==> src/rtl/tncr_pkg.sv <==
`default_nettype none

package tncr_pkg;

	localparam int FRAC_BITS = 16;

	localparam int IN_W = 24;
	localparam int MANT_W = 31;
	localparam int PROD_W = 2 * MANT_W;
	localparam int EXP_W = 5;
	localparam int LOG_W = FRAC_BITS + 4;
	localparam int DIFF_W = LOG_W + 1;
	localparam int SEMI_W = DIFF_W + 4;
	localparam int NMAG_W = SEMI_W - FRAC_BITS;
	localparam int SEG_W = FRAC_BITS + 6;
	localparam int CNT_W = $clog2(FRAC_BITS + 1);
	localparam int NOTE_W = 9;
	localparam int CLS_W = 4;
	localparam int SEGS_W = 5;
	localparam int TINT_W = 8;
	localparam int HOLD_W = 8;
	localparam int OUT_DATA_W = 32;

	localparam logic [IN_W-1:0] SILENCE_LIMIT = IN_W'(256);
	localparam logic [IN_W-1:0] A4_FREQ_Q8 = IN_W'(440 * 256);
	localparam logic [NOTE_W-1:0] A4_NOTE = NOTE_W'(69);
	localparam logic [NOTE_W-1:0] CLASS_BIAS = NOTE_W'(36);
	localparam logic [SEGS_W-1:0] SEGS_MAX = SEGS_W'(20);
	localparam logic [HOLD_W-1:0] HOLD_RESET = HOLD_W'(10);

	typedef enum logic [1:0] {
		ACT_NONE   = 2'd0,
		ACT_CLEAR  = 2'd1,
		ACT_REDRAW = 2'd2
	} action_t;

	typedef enum logic [3:0] {
		ST_IDLE,
		ST_NORM,
		ST_SQ_MUL,
		ST_SQ_NORM,
		ST_FIN_SEMI,
		ST_FIN_ROUND,
		ST_FIN_SEG,
		ST_FIN_TINT,
		ST_DONE
	} state_t;

	function automatic logic [LOG_W-1:0] log2_q8_const(input logic [IN_W-1:0] x);
		logic [63:0] m;
		logic [FRAC_BITS-1:0] frac;
		int p;
		p = 0;
		frac = '0;
		for (int i = 0; i < IN_W; i++) begin
			if (x[i]) begin
				p = i;
			end
		end
		m = 64'(x) << (30 - p);
		for (int i = 0; i < FRAC_BITS; i++) begin
			m = (m * m) >> 30;
			if (m >= 64'h8000_0000) begin
				frac = {frac[FRAC_BITS-2:0], 1'b1};
				m = m >> 1;
			end else begin
				frac = {frac[FRAC_BITS-2:0], 1'b0};
			end
		end
		return {4'(p - 8), frac};
	endfunction

	localparam logic [LOG_W-1:0] LOG2_A4 = log2_q8_const(A4_FREQ_Q8);

endpackage

`default_nettype wire

==> src/rtl/tuner_note_cents_readout_core.sv <==
// A silent input goes straight from the transaction to the result stage.
// A sounding input is processed in steps: normalizing shifts on the leading one, 16 squarings
// in the shared 31x31 multiplier, then the semitone, rounding, segment and tint stages.
// A new input is accepted only when idle, after the previous result has been loaded for output.
// Reset clears control state and the hold count, last note and last segment count;
// hold_size resets to 10. No clearing pass is needed.
`default_nettype none

module tuner_note_cents_readout_core (
	input  wire logic clk,
	input  wire logic arst_n,
	input  wire logic cfg_valid,
	output logic cfg_ready,
	input  wire logic [tncr_pkg::HOLD_W-1:0] cfg_data,
	input  wire logic s_axis_tvalid,
	output logic s_axis_tready,
	input  wire logic [tncr_pkg::IN_W-1:0] s_axis_tdata, // frequency_q8
	output logic m_axis_tvalid,
	input  wire logic m_axis_tready,
	// midi_note, note_class, is_flat, segment_count, tint
	output logic [tncr_pkg::OUT_DATA_W-1:0] m_axis_tdata,
	output logic [1:0] m_axis_tuser // action
);
	import tncr_pkg::*;

	state_t state_q, state_d;

	logic [HOLD_W-1:0] hold_size_q;
	logic [HOLD_W-1:0] hold_count_q;
	logic [NOTE_W-1:0] last_note_q;
	logic [SEGS_W-1:0] last_segs_q;
	logic last_seen_q;

	logic [MANT_W-1:0] mant_q;
	logic [EXP_W-1:0] exp_q;
	logic [PROD_W-1:0] prod_q;
	logic [CNT_W-1:0] cnt_q;
	logic [FRAC_BITS-1:0] frac_q;
	logic signed [SEMI_W-1:0] semi_q;
	logic [NOTE_W-1:0] note_q;
	logic flat_q;
	logic [FRAC_BITS-1:0] rabs_q;
	logic [SEG_W-1:0] seg_q;
	logic [CLS_W-1:0] cls_q;

	action_t res_action_q;
	logic [NOTE_W-1:0] res_note_q;
	logic [CLS_W-1:0] res_cls_q;
	logic res_flat_q;
	logic [SEGS_W-1:0] res_segs_q;
	logic [TINT_W-1:0] res_tint_q;

	logic out_valid_q;
	logic [OUT_DATA_W-1:0] out_data_q;
	action_t out_action_q;

	logic in_xfer, in_silent, out_load;
	logic [HOLD_W-1:0] hold_limit;
	logic [HOLD_W:0] hold_inc;
	logic [MANT_W:0] sq_top;
	logic [LOG_W-1:0] log_val;
	logic signed [DIFF_W-1:0] log_diff;
	logic signed [SEMI_W-1:0] diff_x;
	logic signed [SEMI_W-1:0] semi_val;
	logic semi_neg;
	logic [SEMI_W-1:0] abs_semi;
	logic [SEMI_W-1:0] rnd_semi;
	logic [NMAG_W-1:0] n_mag;
	logic signed [SEMI_W:0] rem;
	logic rem_neg;
	logic [SEMI_W:0] rem_abs;
	logic [NOTE_W-1:0] n9;
	logic [NOTE_W-1:0] note_val;
	logic [NOTE_W-1:0] cls_sum;
	logic [15:0] cls_qprod;
	logic [4:0] cls_div;
	logic [7:0] cls_q12;
	logic [7:0] cls_rem;
	logic [SEG_W-1:0] seg_val;
	logic [SEG_W-FRAC_BITS-1:0] seg_int;
	logic [SEGS_W-1:0] segs_val;
	logic [FRAC_BITS+TINT_W-1:0] tint_prod;
	logic [TINT_W-1:0] tint_val;
	logic redraw;

	assign cfg_ready = 1'b1;
	assign in_xfer = s_axis_tvalid && s_axis_tready;
	assign in_silent = s_axis_tdata < SILENCE_LIMIT;
	assign out_load = (state_q == ST_DONE) && (!out_valid_q || m_axis_tready);

	always_comb begin
		state_d = state_q;
		s_axis_tready = 1'b0;
		unique case (state_q)
			ST_IDLE: begin
				s_axis_tready = 1'b1;
				if (s_axis_tvalid) begin
					state_d = in_silent ? ST_DONE : ST_NORM;
				end
			end
			ST_NORM: begin
				if (mant_q[MANT_W-1]) begin
					state_d = ST_SQ_MUL;
				end
			end
			ST_SQ_MUL: state_d = ST_SQ_NORM;
			ST_SQ_NORM: begin
				state_d = (cnt_q == CNT_W'(FRAC_BITS - 1)) ? ST_FIN_SEMI : ST_SQ_MUL;
			end
			ST_FIN_SEMI: state_d = ST_FIN_ROUND;
			ST_FIN_ROUND: state_d = ST_FIN_SEG;
			ST_FIN_SEG: state_d = ST_FIN_TINT;
			ST_FIN_TINT: state_d = ST_DONE;
			ST_DONE: begin
				if (!out_valid_q || m_axis_tready) begin
					state_d = ST_IDLE;
				end
			end
			default: state_d = ST_IDLE;
		endcase
	end

	always_comb begin
		hold_limit = (hold_size_q == '0) ? '0 : hold_size_q - HOLD_W'(1);
		hold_inc = {1'b0, hold_count_q} + (HOLD_W + 1)'(1);

		sq_top = prod_q[PROD_W-1:MANT_W-1];

		log_val = {4'(exp_q - EXP_W'(8)), frac_q};
		log_diff = $signed({1'b0, log_val}) - $signed({1'b0, LOG2_A4});
		diff_x = SEMI_W'(log_diff);
		semi_val = (diff_x <<< 3) + (diff_x <<< 2);

		semi_neg = semi_q[SEMI_W-1];
		abs_semi = semi_neg ? SEMI_W'(-semi_q) : SEMI_W'(semi_q);
		rnd_semi = abs_semi + SEMI_W'(1 << (FRAC_BITS - 1));
		n_mag = rnd_semi[SEMI_W-1:FRAC_BITS];
		rem = $signed({1'b0, abs_semi}) - $signed({1'b0, n_mag, {FRAC_BITS{1'b0}}});
		rem_neg = rem[SEMI_W];
		rem_abs = rem_neg ? (SEMI_W + 1)'(-rem) : (SEMI_W + 1)'(rem);
		n9 = NOTE_W'(n_mag);
		note_val = semi_neg ? (A4_NOTE - n9) : (A4_NOTE + n9);

		cls_sum = note_q + CLASS_BIAS;
		cls_qprod = 16'(cls_sum[7:0]) * 16'd171;
		cls_div = cls_qprod[15:11];
		cls_q12 = {cls_div, 3'b000} + {1'b0, cls_div, 2'b00};
		cls_rem = cls_sum[7:0] - cls_q12;

		seg_val = (SEG_W'(rabs_q) << 5) + (SEG_W'(rabs_q) << 3);

		seg_int = seg_q[SEG_W-1:FRAC_BITS];
		segs_val = (seg_int > (SEG_W - FRAC_BITS)'(SEGS_MAX)) ? SEGS_MAX : seg_int[SEGS_W-1:0];
		tint_prod = {seg_q[FRAC_BITS-1:0], {TINT_W{1'b0}}} -
			(FRAC_BITS + TINT_W)'(seg_q[FRAC_BITS-1:0]);
		tint_val = tint_prod[FRAC_BITS+TINT_W-1:FRAC_BITS];
		redraw = !last_seen_q || (note_q != last_note_q) || (segs_val != last_segs_q);
	end

	always_ff @(posedge clk or negedge arst_n) begin
		if (!arst_n) begin
			state_q <= ST_IDLE;
			hold_size_q <= HOLD_RESET;
			hold_count_q <= '0;
			last_note_q <= '0;
			last_segs_q <= '0;
			last_seen_q <= 1'b0;
			out_valid_q <= 1'b0;
			cnt_q <= '0;
		end else begin
			state_q <= state_d;
			if (cfg_valid && cfg_ready) begin
				hold_size_q <= cfg_data;
			end
			if (in_xfer) begin
				if (in_silent) begin
					hold_count_q <= (hold_count_q <= HOLD_W'(1)) ? '0 :
						hold_count_q - HOLD_W'(1);
				end else begin
					hold_count_q <= (hold_inc > {1'b0, hold_limit}) ? hold_limit :
						hold_inc[HOLD_W-1:0];
				end
			end
			if (state_q == ST_NORM) begin
				cnt_q <= '0;
			end else if (state_q == ST_SQ_NORM) begin
				cnt_q <= cnt_q + CNT_W'(1);
			end
			if (state_q == ST_FIN_TINT && redraw) begin
				last_note_q <= note_q;
				last_segs_q <= segs_val;
				last_seen_q <= 1'b1;
			end
			if (out_load) begin
				out_valid_q <= 1'b1;
			end else if (m_axis_tready) begin
				out_valid_q <= 1'b0;
			end
		end
	end

	always_ff @(posedge clk) begin
		unique case (state_q)
			ST_IDLE: begin
				mant_q <= {s_axis_tdata, {(MANT_W - IN_W){1'b0}}};
				exp_q <= EXP_W'(IN_W - 1);
				frac_q <= '0;
				res_action_q <= (hold_count_q <= HOLD_W'(1)) ? ACT_CLEAR : ACT_NONE;
				res_note_q <= '0;
				res_cls_q <= '0;
				res_flat_q <= 1'b0;
				res_segs_q <= '0;
				res_tint_q <= '0;
			end
			ST_NORM: begin
				if (!mant_q[MANT_W-1]) begin
					mant_q <= {mant_q[MANT_W-2:0], 1'b0};
					exp_q <= exp_q - EXP_W'(1);
				end
			end
			ST_SQ_MUL: prod_q <= PROD_W'(mant_q) * PROD_W'(mant_q);
			ST_SQ_NORM: begin
				if (sq_top[MANT_W]) begin
					mant_q <= sq_top[MANT_W:1];
					frac_q <= {frac_q[FRAC_BITS-2:0], 1'b1};
				end else begin
					mant_q <= sq_top[MANT_W-1:0];
					frac_q <= {frac_q[FRAC_BITS-2:0], 1'b0};
				end
			end
			ST_FIN_SEMI: semi_q <= semi_val;
			ST_FIN_ROUND: begin
				note_q <= note_val;
				flat_q <= (semi_neg && !rem_neg && (rem != '0)) || (!semi_neg && rem_neg);
				rabs_q <= rem_abs[FRAC_BITS-1:0];
			end
			ST_FIN_SEG: begin
				seg_q <= seg_val;
				cls_q <= cls_rem[CLS_W-1:0];
			end
			ST_FIN_TINT: begin
				res_action_q <= redraw ? ACT_REDRAW : ACT_NONE;
				res_note_q <= note_q;
				res_cls_q <= cls_q;
				res_flat_q <= flat_q;
				res_segs_q <= segs_val;
				res_tint_q <= tint_val;
			end
			ST_DONE: begin
				if (out_load) begin
					out_action_q <= res_action_q;
					out_data_q <= OUT_DATA_W'({res_tint_q, res_segs_q, res_flat_q,
						res_cls_q, res_note_q});
				end
			end
			default: ;
		endcase
	end

	assign m_axis_tvalid = out_valid_q;
	assign m_axis_tdata = out_data_q;
	assign m_axis_tuser = out_action_q;

	a_silent_goes_done: assert property (@(posedge clk) disable iff (!arst_n)
		(in_xfer && in_silent) |=> (state_q == ST_DONE))
		else $error("silent transaction did not go straight to the result stage");

	a_hold_clamped: assert property (@(posedge clk) disable iff (!arst_n)
		(in_xfer && !in_silent) |=> (hold_count_q <= $past(hold_limit)))
		else $error("hold count exceeds its limit after a sounding input");

	a_norm_nonzero: assert property (@(posedge clk) disable iff (!arst_n)
		(state_q == ST_NORM) |-> (mant_q != '0))
		else $error("normalization running on a zero mantissa");

	a_sq_count: assert property (@(posedge clk) disable iff (!arst_n)
		(state_q == ST_SQ_MUL || state_q == ST_SQ_NORM) |-> (cnt_q < CNT_W'(FRAC_BITS)))
		else $error("squaring counter ran past the fraction width");

	a_clear_zero: assert property (@(posedge clk) disable iff (!arst_n)
		(m_axis_tvalid && m_axis_tuser == ACT_CLEAR) |-> (m_axis_tdata == '0))
		else $error("clear result carries nonzero readout fields");

endmodule

`default_nettype wire
==> config.mk <==
export PLATFORM = sky130hd
export DESIGN_NAME = tuner_note_cents_readout_core
export DESIGN_NICKNAME = d
export VERILOG_FILES = /design/src/rtl/tncr_pkg.sv /design/src/rtl/tuner_note_cents_readout_core.sv
export SDC_FILE = /design/constraint.sdc
export NUM_CORES = 2
export LEC_CHECK = 0
export BUFFER_PORTS_ARGS = -buffer_cell sky130_fd_sc_hd__buf_2
export CAP_MARGIN = 5
export CORE_ASPECT_RATIO = 0.9
export CORE_MARGIN = 3
export CORE_UTILIZATION = 30
export CTS_BUF_LIST = sky130_fd_sc_hd__clkbuf_4
export CTS_CLUSTER_DIAMETER = 60
export DETAILED_ROUTE_END_ITERATION = 6
export PLACE_DENSITY = 0.45
export SLEW_MARGIN = 10
export SYNTH_ARGS = -nofsm -noshare
export SYNTH_HDL_FRONTEND = slang
export SYNTH_SLANG_ARGS = --single-unit
==> constraint.sdc <==
create_clock -name clk -period 7.15 [get_ports clk]
set_input_delay 0.3575 -clock clk [delete_from_list [all_inputs] [get_ports clk]]
set_output_delay 0.3575 -clock clk [all_outputs]
set_load 0.005 [all_outputs]
==> impl_metrics.ini <==
[status]
status = complete, but fails checks
violations = setup timing

[die]
core_um2 = 133800
initial_core_util_pct = 30.33
die_w_um = 393.7
die_h_um = 354.9
rows = 127
dieArea_um2 = 139700
pin_count = 74

[place]
postPlaceCellArea_um2 = 46200
dp_hpwl_mm = 90.52
placedCellCount = 6181
io_buffers = 67
dp_worst_setup_slack_ns = -1.038
place_congestion = 0.8252

[clocking]
clkTransAtPathRegs_ns = 0.07
cts_tree = done
cts_root_buf = clkbuf_4
clkSinkCount = 250
clk_path_buf_depth = 3
clock_latency_ns = 0.85
cts_buffers = 75
cts_max_level = 3

[route]
wl_per_cell_um = 16.80
ant_nets = 0
drtPass1Iterations = 5
drt_iter0_markers = 1122
viasPerCell = 4.332
wl_mm = 107.2
drcViolationCount = 0
routed-via-count = 27648

[setup_path]
path_common_cell = fa_1
cp_top_family = adder cells
crit_arrival_ns = 8.57
r2r_cells = 26
endpoint_kind = register
crit_type = register to register
path_depth = 26
critPathMaxStageDelay_ns = 0.57
ff2ff_setup_slack_ns = -0.81
r2r-end = prod_q[61]
critPathSlowestCell = fa_1
worst_setup_path_start_kind = register
startpoint = mant_q[16]
worst-path-buf-inv = 6
critical_path.max_fanout = 4
rr_startpoint = mant_q[16]
critPathCapture = prod_q[61]
required_ns = 7.76

[synthesis]
avgSynthCellArea_um2 = 10.03
async_flop_share_pct = 16.40
synth-edff-count = 209
ys_seq_area_share_pct = 18.00
synth.distinct_cells = 80
synth_cells = 4046
synth_area_um2 = 40580
synthFlopType = edfxtp_1
ys_ff_latch = 250
synth_warnings = 0

[global_route]
grt_util_all_layers_pct = 15.90
grt_first_pass_wirelength_mm = 174.3
grt-ovfl-total = 0
antenna_found_initial = 10
grt_max_degree = 43
grt_pass1_vias = 30870

[timing]
period_needed_ns = 7.958
max-slew-margin-rel_pct = 42.57
max_freq_mhz = 125.7
period_share_pct = 111.3
final.setup_skew_ns = 0.1015
setup_viol = 30
final_hold_viol_count = 0
worst_pin_slew_ns = 0.8615
drv_slew = 0
whs_ns = 0.1302
setup_slack_ns = -0.8084
rsz0062_at_grt = yes

[run]
cap_violations = 0

[min_path]
holdPathStages = 3
hold_class = input port to register

[cells_and_area]
final_common_cell = inv_1
area_delta_synth_final_pct = 18.67
layout.nets = 5675
fillers = 13865
post-route-cell-area_um2 = 48160
layout_common_cells = 949 x inv_1, 746 x fa_1, 393 x buf_4
drive_gt1_share_pct = 16.95
fin_cells = 6382
-- timing repair --
| action | in CTS | in global routing |
|---|---|---|
| hold buffers | 37 | 0 |
| hold endpoints to repair | 66 | 0 |
| setup endpoints to repair | 31 | 32 |
| cloned | 1 | 0 |
| resized for setup | 42 | 42 |
| pin swaps | 33 | 34 |
| setup buffers | 10 | 14 |
-- layout make-up --
class	instances	area (um2)	share of cell area (%)
Sequential cell	250	7305	15.17
Timing Repair Buffer	541	4446	9.231
Antenna cell	5	12.51	0.02598
Inverter	958	3597	7.470
Multi-Input combinational cell	2687	29550	61.37
Clock buffer	116	870.8	1.808
Clock inverter	19	113.9	0.2364
Tap cell	1806	2260	4.692
-- sequential cells by signal (all words and copies together), names as in the netlist, 5 cells and up --
register,flops
res_segs_q,5
m_axis_tdata,27
hold_size_q,8
res_note_q,9
seg_q,17
prod_q,32
semi_q,23
res_tint_q,8
last_note_q,9
hold_count_q,8
mant_q,31
cnt_q,5
last_segs_q,5
rabs_q,14
frac_q,16
note_q,9
-- worst min-delay path: stages --
cell	delay (ns)
buf_2	0.14
o21ai_0	0.16
a21oi_1	0.11
-- cell usage after synthesis, drive strengths merged, types with 36 or more instances --
master,instances,area share [%]
a21oi,106,1.3
and2,217,3.3
clkbuf,135,1.2
dfrtp,39,2.4
edfxtp,209,15
fa,760,37
ha,365,11
inv,956,8.8
nand2,366,3.4
nor2,134,1.3
nor2b,36,0.56
o21ai,94,1.2
xnor2,124,2.7
xor2,66,1.4
-- metal layers --
metal	wire, um	global-route usage [%]	vias up	part of all wire [%]
met5	13	0	-	0.012
met4	2182	3.473	2	2.0
met3	3671	2.238	97	3.4
met2	48960	25.64	361	46
met1	52390	22.71	13716	49
li1	-	-	13472	-
-- logic make-up after synthesis --
kind of cell | synth area share, %
other | 0.01851
DFF | 18.00
and+or+nand+nor | 11.42
muxes | 1.323
AOI/OAI and AO/OA | 5.926
buffers and inverters | 10.44
adders and majority gates | 48.78
xor gates and xnor gates | 4.101
-- stage by stage --
step / util (%) / TNS, ns
floorplan: - / -0.8377
global placement: 34.53 / -19.79
detailed placement: 34.53 / -20.75
CTS: 35.78 / -17.79
global route: 35.99 / -25.45
finish: 35.99 / -17.58
-- worst min path at each step --
stage	start	to	slack (ns)
finish	s_axis_tdata[8]	mant_q[15]	0.13
global route	s_axis_tdata[8]	mant_q[15]	0.04
CTS	s_axis_tdata[8]	mant_q[15]	0.006
detailed placement	res_cls_q[1]	m_axis_tdata[10]	0.40
global placement	res_note_q[8]	m_axis_tdata[8]	0.40
floorplan	arst_n	cnt_q[0]	0.06
Power is not shown: default switching activity piles up to over one toggle a cycle in this logic, so the estimate is an artifact.
